File: config.mk
export PLATFORM = sky130hd
export DESIGN_NAME = ray_box_slab_test_unit
export DESIGN_NICKNAME = d
export VERILOG_FILES = /design/src/sv/rbst_pkg.sv /design/src/sv/ray_box_slab_test_unit.sv /design/src/sv/rbst_fifo.sv /design/src/sv/rbst_front.sv /design/src/sv/rbst_div.sv /design/src/sv/rbst_back.sv
export SDC_FILE = /design/constraint.sdc
export NUM_CORES = 2
export LEC_CHECK = 0
export BUFFER_PORTS_ARGS = -buffer_cell sky130_fd_sc_hd__buf_4
export CORE_MARGIN = 2
export CORE_UTILIZATION = 35
export CTS_BUF_LIST = sky130_fd_sc_hd__clkbuf_16
export CTS_CLUSTER_DIAMETER = 120
export DETAILED_ROUTE_END_ITERATION = 10
export PLACE_DENSITY_LB_ADDON = 0.12
export SYNTH_ARGS = -nofsm -noshare
export SYNTH_HDL_FRONTEND = slang
export SYNTH_SLANG_ARGS = --single-unit
export TNS_END_PERCENT = 100
File: constraint.sdc
create_clock -name clk -period 7.7 [get_ports clk]
set_input_delay 1.155 -clock clk [delete_from_list [all_inputs] [get_ports clk]]
set_output_delay 1.155 -clock clk [all_outputs]
set_load 0.005 [all_outputs]
File: src/sv/rbst_pkg.sv
package rbst_pkg;

    localparam int VALUE_WIDTH_DEF   = 32;
    localparam int FRACTION_BITS_DEF = 16;
    localparam int QUEUE_DEPTH       = 2;

    typedef struct packed {
        logic first;
        logic last;
        logic dir_zero;
        logic zero_miss;
        logic lo_qneg;
        logic hi_qneg;
    } rbst_flags_t;

    localparam int FLAGS_W = $bits(rbst_flags_t);

    typedef enum logic [2:0] {
        BK_IDLE,
        BK_DIV,
        BK_ORDER,
        BK_NARROW,
        BK_CHECK
    } bk_state_t;

endpackage

File: src/sv/ray_box_slab_test_unit.sv
// Ray against axis-aligned box slab test, signed fixed point
// (VALUE_WIDTH bits, FRACTION_BITS fractional; Q16.16 by default).
// Input channel: push / full. One transfer per axis of a test; first_axis
// loads interval_start / interval_end, last_axis asks for the hit result.
// Result channel: empty / pop. hit is valid while empty is low and leaves
// on a pop transfer; at most one result waits in the output register.
// A two-entry queue sits between the classify front and the divide back,
// so up to two axes are taken while the back is busy.
// Per axis the back runs both slab quotients in two radix-2 dividers in
// lockstep, VALUE_WIDTH + FRACTION_BITS steps, then orders, narrows and
// checks the interval; a zero direction skips the dividers. The result is
// on the ports the cycle after the check stage of the last axis.
// When the receiver stalls, the back holds in its check stage on a last
// axis until the output register frees; the queue then fills and full
// rises. Reset clears the queue, the output register and the running
// interval (0..0, empty, so an axis without first_axis misses).
module ray_box_slab_test_unit
    import rbst_pkg::*;
#(
    parameter int VALUE_WIDTH   = VALUE_WIDTH_DEF,
    parameter int FRACTION_BITS = FRACTION_BITS_DEF
)
(
    input  logic                          clk,
    input  logic                          rst_n,
    input  logic                          push,
    output logic                          full,
    input  logic                          first_axis,
    input  logic                          last_axis,
    input  logic signed [VALUE_WIDTH-1:0] box_low,
    input  logic signed [VALUE_WIDTH-1:0] box_high,
    input  logic signed [VALUE_WIDTH-1:0] ray_origin,
    input  logic signed [VALUE_WIDTH-1:0] ray_dir,
    input  logic signed [VALUE_WIDTH-1:0] interval_start,
    input  logic signed [VALUE_WIDTH-1:0] interval_end,
    output logic                          empty,
    input  logic                          pop,
    output logic                          hit
);

    localparam int W      = VALUE_WIDTH;
    localparam int REC_W  = FLAGS_W + 5 * W;

    rbst_flags_t         f_flags, q_flags;
    logic [W-1:0]        f_nmag_lo, f_nmag_hi, f_dmag;
    logic [W-1:0]        q_nmag_lo, q_nmag_hi, q_dmag;
    logic signed [W-1:0] q_istart, q_iend;
    logic [REC_W-1:0]    wr_rec, rd_rec;
    logic                q_valid, q_pop;
    logic                res_valid;

    rbst_front #(.W(W)) u_front (
        .first_axis (first_axis),
        .last_axis  (last_axis),
        .box_low    (box_low),
        .box_high   (box_high),
        .ray_origin (ray_origin),
        .ray_dir    (ray_dir),
        .flags      (f_flags),
        .nmag_lo    (f_nmag_lo),
        .nmag_hi    (f_nmag_hi),
        .dmag       (f_dmag)
    );

    assign wr_rec = {f_flags, f_nmag_lo, f_nmag_hi, f_dmag, interval_start, interval_end};

    rbst_fifo #(.DATA_W(REC_W), .DEPTH(QUEUE_DEPTH)) u_queue (
        .clk     (clk),
        .rst_n   (rst_n),
        .wr_en   (push),
        .wr_data (wr_rec),
        .rd_en   (q_pop),
        .rd_data (rd_rec),
        .valid   (q_valid),
        .full    (full)
    );

    assign {q_flags, q_nmag_lo, q_nmag_hi, q_dmag, q_istart, q_iend} = rd_rec;

    rbst_back #(.W(W), .F(FRACTION_BITS)) u_back (
        .clk       (clk),
        .rst_n     (rst_n),
        .q_valid   (q_valid),
        .q_flags   (q_flags),
        .q_nmag_lo (q_nmag_lo),
        .q_nmag_hi (q_nmag_hi),
        .q_dmag    (q_dmag),
        .q_istart  (q_istart),
        .q_iend    (q_iend),
        .q_pop     (q_pop),
        .res_pop   (pop && res_valid),
        .res_valid (res_valid),
        .res_hit   (hit)
    );

    assign empty = !res_valid;

endmodule

File: src/sv/rbst_fifo.sv
module rbst_fifo
    import rbst_pkg::*;
#(
    parameter int DATA_W = 8,
    parameter int DEPTH  = QUEUE_DEPTH
)
(
    input  logic              clk,
    input  logic              rst_n,
    input  logic              wr_en,
    input  logic [DATA_W-1:0] wr_data,
    input  logic              rd_en,
    output logic [DATA_W-1:0] rd_data,
    output logic              valid,
    output logic              full
);

    localparam int PTR_W = (DEPTH > 1) ? $clog2(DEPTH) : 1;
    localparam int CNT_W = $clog2(DEPTH + 1);
    localparam logic [PTR_W-1:0] PTR_LAST = PTR_W'(DEPTH - 1);
    localparam logic [CNT_W-1:0] CNT_FULL = CNT_W'(DEPTH);

    logic [DATA_W-1:0] mem_reg [DEPTH];
    logic [PTR_W-1:0]  wr_ptr_reg, wr_ptr_next;
    logic [PTR_W-1:0]  rd_ptr_reg, rd_ptr_next;
    logic [CNT_W-1:0]  cnt_reg, cnt_next;
    logic              do_wr, do_rd;

    assign valid   = (cnt_reg != '0);
    assign full    = (cnt_reg == CNT_FULL);
    assign do_wr   = wr_en && !full;
    assign do_rd   = rd_en && valid;
    assign rd_data = mem_reg[rd_ptr_reg];

    always_comb
    begin
        wr_ptr_next = wr_ptr_reg;
        rd_ptr_next = rd_ptr_reg;
        cnt_next    = cnt_reg;
        if (do_wr)
        begin
            wr_ptr_next = (wr_ptr_reg == PTR_LAST) ? '0 : wr_ptr_reg + 1'b1;
        end
        if (do_rd)
        begin
            rd_ptr_next = (rd_ptr_reg == PTR_LAST) ? '0 : rd_ptr_reg + 1'b1;
        end
        if (do_wr && !do_rd)
        begin
            cnt_next = cnt_reg + 1'b1;
        end
        else if (do_rd && !do_wr)
        begin
            cnt_next = cnt_reg - 1'b1;
        end
    end

    always_ff @(posedge clk or negedge rst_n)
    begin
        if (!rst_n)
        begin
            wr_ptr_reg <= '0;
            rd_ptr_reg <= '0;
            cnt_reg    <= '0;
        end
        else
        begin
            wr_ptr_reg <= wr_ptr_next;
            rd_ptr_reg <= rd_ptr_next;
            cnt_reg    <= cnt_next;
        end
    end

    always_ff @(posedge clk)
    begin
        if (do_wr)
        begin
            mem_reg[wr_ptr_reg] <= wr_data;
        end
    end

endmodule

File: src/sv/rbst_front.sv
module rbst_front
    import rbst_pkg::*;
#(
    parameter int W = VALUE_WIDTH_DEF
)
(
    input  logic                first_axis,
    input  logic                last_axis,
    input  logic signed [W-1:0] box_low,
    input  logic signed [W-1:0] box_high,
    input  logic signed [W-1:0] ray_origin,
    input  logic signed [W-1:0] ray_dir,
    output rbst_flags_t         flags,
    output logic [W-1:0]        nmag_lo,
    output logic [W-1:0]        nmag_hi,
    output logic [W-1:0]        dmag
);

    logic signed [W:0]   lo_x, hi_x, org_x;
    logic signed [W:0]   lo_d, lo_nd, hi_d, hi_nd;
    logic                dneg;
    logic                lo_le_hi;
    logic signed [W-1:0] slab_min, slab_max;

    always_comb
    begin
        lo_x  = {box_low[W-1], box_low};
        hi_x  = {box_high[W-1], box_high};
        org_x = {ray_origin[W-1], ray_origin};
        lo_d  = lo_x - org_x;
        lo_nd = org_x - lo_x;
        hi_d  = hi_x - org_x;
        hi_nd = org_x - hi_x;
        dneg  = ray_dir[W-1];

        nmag_lo = lo_d[W] ? lo_nd[W-1:0] : lo_d[W-1:0];
        nmag_hi = hi_d[W] ? hi_nd[W-1:0] : hi_d[W-1:0];
        dmag    = dneg ? (W)'(-ray_dir) : ray_dir;

        lo_le_hi = (box_low <= box_high);
        slab_min = lo_le_hi ? box_low : box_high;
        slab_max = lo_le_hi ? box_high : box_low;

        flags.first     = first_axis;
        flags.last      = last_axis;
        flags.dir_zero  = (ray_dir == '0);
        flags.zero_miss = (ray_origin < slab_min) || (slab_max < ray_origin);
        flags.lo_qneg   = lo_d[W] ^ dneg;
        flags.hi_qneg   = hi_d[W] ^ dneg;
    end

endmodule

File: src/sv/rbst_div.sv
module rbst_div
    import rbst_pkg::*;
#(
    parameter int W = VALUE_WIDTH_DEF,
    parameter int F = FRACTION_BITS_DEF
)
(
    input  logic                clk,
    input  logic                rst_n,
    input  logic                start,
    input  logic                qneg,
    input  logic [W-1:0]        nmag,
    input  logic [W-1:0]        dmag,
    output logic                done,
    output logic signed [W-1:0] quot
);

    localparam int STEPS = W + F;
    localparam int CNT_W = $clog2(STEPS + 1);
    localparam logic [CNT_W-1:0] CNT_LAST = CNT_W'(STEPS - 1);
    localparam logic [W:0] LIM_NEG = (W + 1)'(1) << (W - 1);
    localparam logic [W:0] LIM_POS = LIM_NEG - 1'b1;

    logic                busy_reg, busy_next;
    logic                fin_reg, fin_next;
    logic                done_reg, done_next;
    logic [CNT_W-1:0]    cnt_reg, cnt_next;
    logic [W-1:0]        rem_reg, rem_next;
    logic [STEPS-1:0]    dvd_reg, dvd_next;
    logic [W:0]          quo_reg, quo_next;
    logic                ovf_reg, ovf_next;
    logic                qneg_reg, qneg_next;
    logic [W-1:0]        dmag_reg, dmag_next;
    logic signed [W-1:0] quot_reg, quot_next;

    logic [W:0]   r_sh, r_sub;
    logic         ge;
    logic [W:0]   lim, mag;
    logic [W-1:0] mag_w;

    assign done = done_reg;
    assign quot = quot_reg;

    always_comb
    begin
        r_sh  = {rem_reg, dvd_reg[STEPS-1]};
        r_sub = r_sh - {1'b0, dmag_reg};
        ge    = (r_sh >= {1'b0, dmag_reg});
        lim   = qneg_reg ? LIM_NEG : LIM_POS;
        mag   = (ovf_reg || (quo_reg > lim)) ? lim : quo_reg;
        mag_w = mag[W-1:0];

        busy_next = busy_reg;
        fin_next  = 1'b0;
        done_next = fin_reg;
        cnt_next  = cnt_reg;
        rem_next  = rem_reg;
        dvd_next  = dvd_reg;
        quo_next  = quo_reg;
        ovf_next  = ovf_reg;
        qneg_next = qneg_reg;
        dmag_next = dmag_reg;
        quot_next = quot_reg;

        if (start)
        begin
            busy_next = 1'b1;
            cnt_next  = '0;
            rem_next  = '0;
            dvd_next  = {nmag, {F{1'b0}}};
            quo_next  = '0;
            ovf_next  = 1'b0;
            qneg_next = qneg;
            dmag_next = dmag;
        end
        else if (busy_reg)
        begin
            rem_next = ge ? r_sub[W-1:0] : r_sh[W-1:0];
            dvd_next = dvd_reg << 1;
            quo_next = {quo_reg[W-1:0], ge};
            ovf_next = ovf_reg | quo_reg[W];
            cnt_next = cnt_reg + 1'b1;
            if (cnt_reg == CNT_LAST)
            begin
                busy_next = 1'b0;
                fin_next  = 1'b1;
            end
        end

        if (fin_reg)
        begin
            quot_next = qneg_reg ? -mag_w : mag_w;
        end
    end

    always_ff @(posedge clk or negedge rst_n)
    begin
        if (!rst_n)
        begin
            busy_reg <= 1'b0;
            fin_reg  <= 1'b0;
            done_reg <= 1'b0;
            cnt_reg  <= '0;
        end
        else
        begin
            busy_reg <= busy_next;
            fin_reg  <= fin_next;
            done_reg <= done_next;
            cnt_reg  <= cnt_next;
        end
    end

    always_ff @(posedge clk)
    begin
        rem_reg  <= rem_next;
        dvd_reg  <= dvd_next;
        quo_reg  <= quo_next;
        ovf_reg  <= ovf_next;
        qneg_reg <= qneg_next;
        dmag_reg <= dmag_next;
        quot_reg <= quot_next;
    end

endmodule

File: src/sv/rbst_back.sv
module rbst_back
    import rbst_pkg::*;
#(
    parameter int W = VALUE_WIDTH_DEF,
    parameter int F = FRACTION_BITS_DEF
)
(
    input  logic                clk,
    input  logic                rst_n,
    input  logic                q_valid,
    input  rbst_flags_t         q_flags,
    input  logic [W-1:0]        q_nmag_lo,
    input  logic [W-1:0]        q_nmag_hi,
    input  logic [W-1:0]        q_dmag,
    input  logic signed [W-1:0] q_istart,
    input  logic signed [W-1:0] q_iend,
    output logic                q_pop,
    input  logic                res_pop,
    output logic                res_valid,
    output logic                res_hit
);

    localparam logic signed [W-1:0] V_MAX = {1'b0, {(W - 1){1'b1}}};
    localparam logic signed [W-1:0] V_MIN = {1'b1, {(W - 1){1'b0}}};

    bk_state_t           state_reg, state_next;
    rbst_flags_t         flags_reg;
    logic signed [W-1:0] istart_reg, iend_reg;
    logic signed [W-1:0] near_reg, near_next;
    logic signed [W-1:0] far_reg, far_next;
    logic signed [W-1:0] run_start_reg, run_start_next;
    logic signed [W-1:0] run_end_reg, run_end_next;
    logic                missed_reg, missed_next;
    logic                res_valid_reg, res_valid_next;
    logic                res_hit_reg, res_hit_next;

    logic                div_start;
    logic                done_lo, done_hi;
    logic signed [W-1:0] t_lo, t_hi;
    logic                out_free;
    logic                load_ord, narrow_en, check_en, emit;
    logic                axis_miss;

    rbst_div #(.W(W), .F(F)) u_div_lo (
        .clk   (clk),
        .rst_n (rst_n),
        .start (div_start),
        .qneg  (q_flags.lo_qneg),
        .nmag  (q_nmag_lo),
        .dmag  (q_dmag),
        .done  (done_lo),
        .quot  (t_lo)
    );

    rbst_div #(.W(W), .F(F)) u_div_hi (
        .clk   (clk),
        .rst_n (rst_n),
        .start (div_start),
        .qneg  (q_flags.hi_qneg),
        .nmag  (q_nmag_hi),
        .dmag  (q_dmag),
        .done  (done_hi),
        .quot  (t_hi)
    );

    assign out_free  = !res_valid_reg || res_pop;
    assign res_valid = res_valid_reg;
    assign res_hit   = res_hit_reg;

    always_comb
    begin
        state_next = state_reg;
        case (state_reg)
            BK_IDLE:
            begin
                if (q_valid)
                begin
                    state_next = q_flags.dir_zero ? BK_ORDER : BK_DIV;
                end
            end
            BK_DIV:
            begin
                if (done_lo)
                begin
                    state_next = BK_ORDER;
                end
            end
            BK_ORDER:  state_next = BK_NARROW;
            BK_NARROW: state_next = BK_CHECK;
            BK_CHECK:
            begin
                if (!flags_reg.last || out_free)
                begin
                    state_next = BK_IDLE;
                end
            end
            default:   state_next = BK_IDLE;
        endcase
    end

    always_comb
    begin
        q_pop     = 1'b0;
        load_ord  = 1'b0;
        narrow_en = 1'b0;
        check_en  = 1'b0;
        case (state_reg)
            BK_IDLE:   q_pop     = q_valid;
            BK_DIV:    q_pop     = 1'b0;
            BK_ORDER:  load_ord  = 1'b1;
            BK_NARROW: narrow_en = 1'b1;
            BK_CHECK:  check_en  = !flags_reg.last || out_free;
            default:   q_pop     = 1'b0;
        endcase
        div_start = q_pop && !q_flags.dir_zero;
        emit      = check_en && flags_reg.last;
    end

    always_comb
    begin
        near_next      = near_reg;
        far_next       = far_reg;
        run_start_next = run_start_reg;
        run_end_next   = run_end_reg;
        missed_next    = missed_reg;
        res_hit_next   = res_hit_reg;
        res_valid_next = res_valid_reg && !res_pop;
        axis_miss      = flags_reg.dir_zero && flags_reg.zero_miss;

        if (load_ord)
        begin
            if (flags_reg.dir_zero)
            begin
                near_next = V_MIN;
                far_next  = V_MAX;
            end
            else
            begin
                near_next = (t_hi < t_lo) ? t_hi : t_lo;
                far_next  = (t_lo < t_hi) ? t_hi : t_lo;
            end
            if (flags_reg.first)
            begin
                run_start_next = istart_reg;
                run_end_next   = iend_reg;
                missed_next    = 1'b0;
            end
        end

        if (narrow_en)
        begin
            run_start_next = (run_start_reg < near_reg) ? near_reg : run_start_reg;
            run_end_next   = (far_reg < run_end_reg) ? far_reg : run_end_reg;
        end

        if (check_en)
        begin
            missed_next = missed_reg || axis_miss || !(run_start_reg < run_end_reg);
        end

        if (emit)
        begin
            res_valid_next = 1'b1;
            res_hit_next   = !missed_next;
        end
    end

    always_ff @(posedge clk or negedge rst_n)
    begin
        if (!rst_n)
        begin
            state_reg     <= BK_IDLE;
            run_start_reg <= '0;
            run_end_reg   <= '0;
            missed_reg    <= 1'b0;
            res_valid_reg <= 1'b0;
        end
        else
        begin
            state_reg     <= state_next;
            run_start_reg <= run_start_next;
            run_end_reg   <= run_end_next;
            missed_reg    <= missed_next;
            res_valid_reg <= res_valid_next;
        end
    end

    always_ff @(posedge clk)
    begin
        if (q_pop)
        begin
            flags_reg  <= q_flags;
            istart_reg <= q_istart;
            iend_reg   <= q_iend;
        end
        near_reg    <= near_next;
        far_reg     <= far_next;
        res_hit_reg <= res_hit_next;
    end

    a_div_lockstep: assert property (@(posedge clk) disable iff (!rst_n)
        done_lo == done_hi)
        else $error("slab dividers out of step");

    a_done_in_div: assert property (@(posedge clk) disable iff (!rst_n)
        done_lo |-> state_reg == BK_DIV)
        else $error("divider finished outside divide state");

    a_emit_valid: assert property (@(posedge clk) disable iff (!rst_n)
        emit |=> res_valid_reg)
        else $error("result lost after emit");

    a_stall_hold: assert property (@(posedge clk) disable iff (!rst_n)
        (state_reg == BK_CHECK) && flags_reg.last && res_valid_reg && !res_pop
        |=> state_reg == BK_CHECK && $stable(res_hit_reg))
        else $error("check stage left while result register busy");

    a_no_pop_busy: assert property (@(posedge clk) disable iff (!rst_n)
        q_pop |=> state_reg == BK_DIV || state_reg == BK_ORDER)
        else $error("queue popped without starting an axis");

endmodule

==> run summary <==
Main flop type after synthesis -> sky130_fd_sc_hd__edfxtp_1
I/O pins -> 201
Worst-case register-to-register setup slack -> 1390 ps
Static leakage power -> 0.0247 uW
Clock network power share -> 23.1%
Synth-to-Final Area Change -> 13.7%
Number of hold-repair buffers added at the cts stage -> 0
Post-layout net count -> 5774
Final-report max-slew violation count -> 0
Portion of the clock cycle consumed by the worst path in the final layout -> 81.9%
IR drop worst, VDD -> 232 uV
Most frequent standard cell in the layout excluding fill and tap cells -> sky130_fd_sc_hd__edfxtp_1
Register area share after synthesis -> 46.7%
Worst R2R End -> u_back.u_div_hi.quot[30]
Number of enable-type register cells in the synthesized netlist -> 627
Number of flip-flops in the largest register -> 332
Max stage delay on crit path -> 740 ps
CP max stage cell -> sky130_fd_sc_hd__ha_1
Arrival time of data at the critical path endpoint -> 6690 ps
Placer's final routability congestion estimate -> 0.955
Number of sinks driven by the clock tree -> 849
Count of antenna-violating nets left after detailed routing -> 0
Switching power -> 8160 uW
Launching element type of the critical path -> register
X dimension of the die -> 385 um
Post-synthesis net count -> 5662
Transition time of the tightest slew-check pin -> 1100 ps
Synthesis-stage register bit count -> 849
Number of CTS-inserted buffers -> 98
Combined area of all synthesized cells -> 50800 um^2
Largest area contributor in the netlist -> sky130_fd_sc_hd__edfxtp_1
Initial antenna violation count -> 2
Top library cells by usage in the layout, fill and taps aside -> sky130_fd_sc_hd__edfxtp_1, sky130_fd_sc_hd__a21oi_1, sky130_fd_sc_hd__ha_1
Layout cell share with drive strength beyond 1 -> 10.8%
Detailed-routing iteration count for the pre-antenna-repair pass -> 5
Max Fanout on Critical Path -> 30
Root buffer selected by CTS -> sky130_fd_sc_hd__clkbuf_16
Wire length of the first global-routing pass -> 228000 um
Unrepaired setup endpoints after global routing -> no
Post-placement cell count -> 6894
Depth of the worst register-to-register path -> 19
Ranking of synthesized cells by area -> sky130_fd_sc_hd__edfxtp_1, sky130_fd_sc_hd__ha_1, sky130_fd_sc_hd__dfxtp_1
Placeable core region -> 144000 um^2
Required time at the endpoint of the critical path -> 8080 ps
Maximum Capacitance Violations -> 0
Syn avg cell area -> 10.2 um^2
Worst Path Buf+Inv -> 3
Max transition margin -> 26.5%
Comb pwr share -> 41.0%
Total grt overflow -> 0
HPWL Detailed -> 111000 um
Worst min path class -> in2async
Number of standard-cell rows in the floorplan -> 139
Cell-by-cell listing of the critical path -> buf_4 -> buf_4 -> ha_1 -> a21o_1 -> a21o_1 -> a21oi_1 -> o21ai_0 -> a21o_1 -> a2111oi_0 -> or2_2 -> nor2_1 -> a21oi_1 -> ha_1 -> nand4b_1 -> or4_4 -> clkinv_1 -> nand2_1 -> o41ai_1 -> nor3_1
RR Startpoint -> u_back.u_div_hi.qneg_reg
Worst-case clock skew -> 88.5 ps
Crit-path most repeated cell -> sky130_fd_sc_hd__a21o_1
Peak clock frequency supported by timing -> 158 MHz
Total number of vias -> 37763
GRT Util Overall -> 19.8%
Number of global-route vias before repair -> 37150
Number of port buffers -> 200
Final period demand of the worst path -> 6310 ps
Number of cells in the finished layout apart from fillers -> 7079
Yosys Warn Count -> 0
Fraction of power consumed by sequential logic -> 36.0%
CTS-repair resized insts -> 0
Starting utilization of the core area -> 35.3%
Final hold violation count -> 0
Aggregate routed wire length -> 148000 um
Worst setup path startpoint -> u_back.u_div_hi.qneg_reg
Maximum number of pins on one net before global-route repair -> 107
H-Tree Level Count -> 3
Worst-Skew Late Latency -> 740 ps
Clock-pin transition on the worst setup and hold timing paths -> 60 ps
Share of the synthesized area in the top cell type -> 37.1%
Worst Setup Path Type -> reg2reg
Library cells used by synthesis -> 79
Internal power -> 13300 uW
Post-DR wirelength/cell -> 20.9 um
Iteration-0 DRC count of the detailed router -> 2496
Net Sw Frac -> 38.0%
Result of the run -> finished clean
Residual DRC count -> 0
CTS tree -> yes
Critical path depth in cells -> 19
Final setup fails -> 0
Die area -> 148000 um^2
Setup TNS -> 0 ps
Floorplan die height -> 385 um
Fraction of registers with async set/reset -> 10.6%
Nature of the critical path endpoint -> register
Average via count per standard cell -> 5.33
Number of instances in the synthesized netlist -> 4979
Number of buffers added for setup after CTS -> 0
Capture point of the worst path -> u_back.u_div_hi.quot[30]
Pwr/cell area -> 372 nW/um^2
Bufs on Longest Clock Path -> 3
Kind of cell with the highest combined delay on the critical path -> simple AND/OR/NAND/NOR gates
==> worst register-to-register path, cell delays in order, from the launching register on <==
cell and delay [ps]:
sky130_fd_sc_hd__edfxtp_1 640, sky130_fd_sc_hd__buf_4 380, sky130_fd_sc_hd__buf_4 380, sky130_fd_sc_hd__ha_1 310
sky130_fd_sc_hd__a21o_1 160, sky130_fd_sc_hd__a21o_1 180, sky130_fd_sc_hd__a21oi_1 140, sky130_fd_sc_hd__o21ai_0 90
sky130_fd_sc_hd__a21o_1 170, sky130_fd_sc_hd__a2111oi_0 390, sky130_fd_sc_hd__or2_2 560, sky130_fd_sc_hd__nor2_1 210
sky130_fd_sc_hd__a21oi_1 210, sky130_fd_sc_hd__ha_1 740, sky130_fd_sc_hd__nand4b_1 310, sky130_fd_sc_hd__or4_4 580
sky130_fd_sc_hd__clkinv_1 70, sky130_fd_sc_hd__nand2_1 80, sky130_fd_sc_hd__o41ai_1 310, sky130_fd_sc_hd__nor3_1 90
==> synth_stat cells (all sizes together), types with 8 or more instances <==
cell type    n
o22ai       68
a21boi      10
nor4        17
nor2       410
edfxtp     627
and2        15
mux2i      175
nor2b       55
o31ai       31
nand4b      10
o21ai      296
o31a        10
a21o       179
xnor2       94
a221oi       9
o311ai      17
o211ai      31
nand2b      49
a211o       14
or3         31
clkbuf     207
o21bai      22
a2111oi     12
a211oi      43
a311oi      13
o21a        40
or2         21
a21oi      485
xor2        64
nand3b      11
dfxtp      132
o41ai        8
dfrtp       90
buf         31
nand2      318
inv        338
nand3       54
and4        12
nand4       69
ha         479
a31oi       37
mux2       108
and3        22
or4         10
nor3       121
==> per-stage QoR <==
stage / hold WS (ps) / utilization [%] / instance area [um^2] / total power, uW / setup WS [ps]
6_report: 445 / 40.1 / 57700 / 21500 / 1390
3_3_place_gp: 456 / 37.7 / 54300 / 16600 / 1350
5_1_grt: 450 / 40.1 / 57700 / 23200 / 773
3_5_place_dp: 466 / 37.7 / 54300 / 16700 / 1360
4_1_cts: 409 / 40.1 / 57700 / 21800 / 1390
2_1_floorplan: 445 / - / 50800 / 14100 / 1260
==> power by group through the flow <==
stage / Sequential (uW) / Combinational, uW / Clock [uW]
6_report: 7740 / 8800 / 4960
3_5_place_dp: 7840 / 8860 / 0
4_1_cts: 7760 / 8910 / 5110
2_1_floorplan: 7490 / 6630 / 0
3_3_place_gp: 7830 / 8810 / 0
5_1_grt: 7910 / 10000 / 5290
==> logic make-up (layout without fill, tap and decap cells) <==
| kind of cell | after synthesis | in the layout | synth area share [%] |
|---|---|---|---|
| other cells | 0 | 1 | 0 |
| compound gates | 1388 | 1388 | 16.8 |
| buf+inv | 579 | 775 | 4.29 |
| fa+ha+maj | 485 | 485 | 12.0 |
| flops | 849 | 849 | 46.7 |
| xor+xnor | 158 | 158 | 2.72 |
| mux | 283 | 283 | 5.84 |
| simple gates | 1237 | 1237 | 11.6 |
==> layer usage <==
metal  track usage [%]  vias to the layer above  wire, um  share of wire [%]
met1              27.6                    18246     69500                 47
li1                  -                    18530         -                  -
met5                 0                        -        22              0.015
met3              2.57                      178      6180                4.2
met2              32.2                      805     68800                 46
met4              5.48                        4      3560                2.4
==> worst min-delay path by stage <==
stage	endpoint	start	slack [ps]	depth (start not counted)
final	u_back.run_start_reg[29]	rst_n	440	1
after global routing	u_back.run_start_reg[30]	rst_n	450	1
after CTS	u_back.run_start_reg[28]	rst_n	410	1
after detailed placement	u_back.u_div_lo.rem_reg[31]	u_back.u_div_lo.rem_reg[31]	470	2
after global placement	u_back.u_div_lo.rem_reg[31]	u_back.u_div_lo.rem_reg[31]	460	2
after floorplan	u_back.u_div_lo.rem_reg[31]	u_back.u_div_lo.rem_reg[31]	450	2
==> layout make-up <==
| type | instances | area [um^2] |
|---|---|---|
| Multi-Input combinational cell | 3551 | 25000 |
| Sequential cell | 849 | 23700 |
| Timing Repair Buffer | 250 | 1890 |
| Tap cell | 1903 | 2380 |
| Antenna cell | 1 | 2.50 |
| Fill cell | 14102 | 86100 |
| Clock inverter | 86 | 1010 |
| Clock buffer | 98 | 2450 |
| Inverter | 341 | 1280 |
Note: power is estimated with default switching activity, not from simulation.
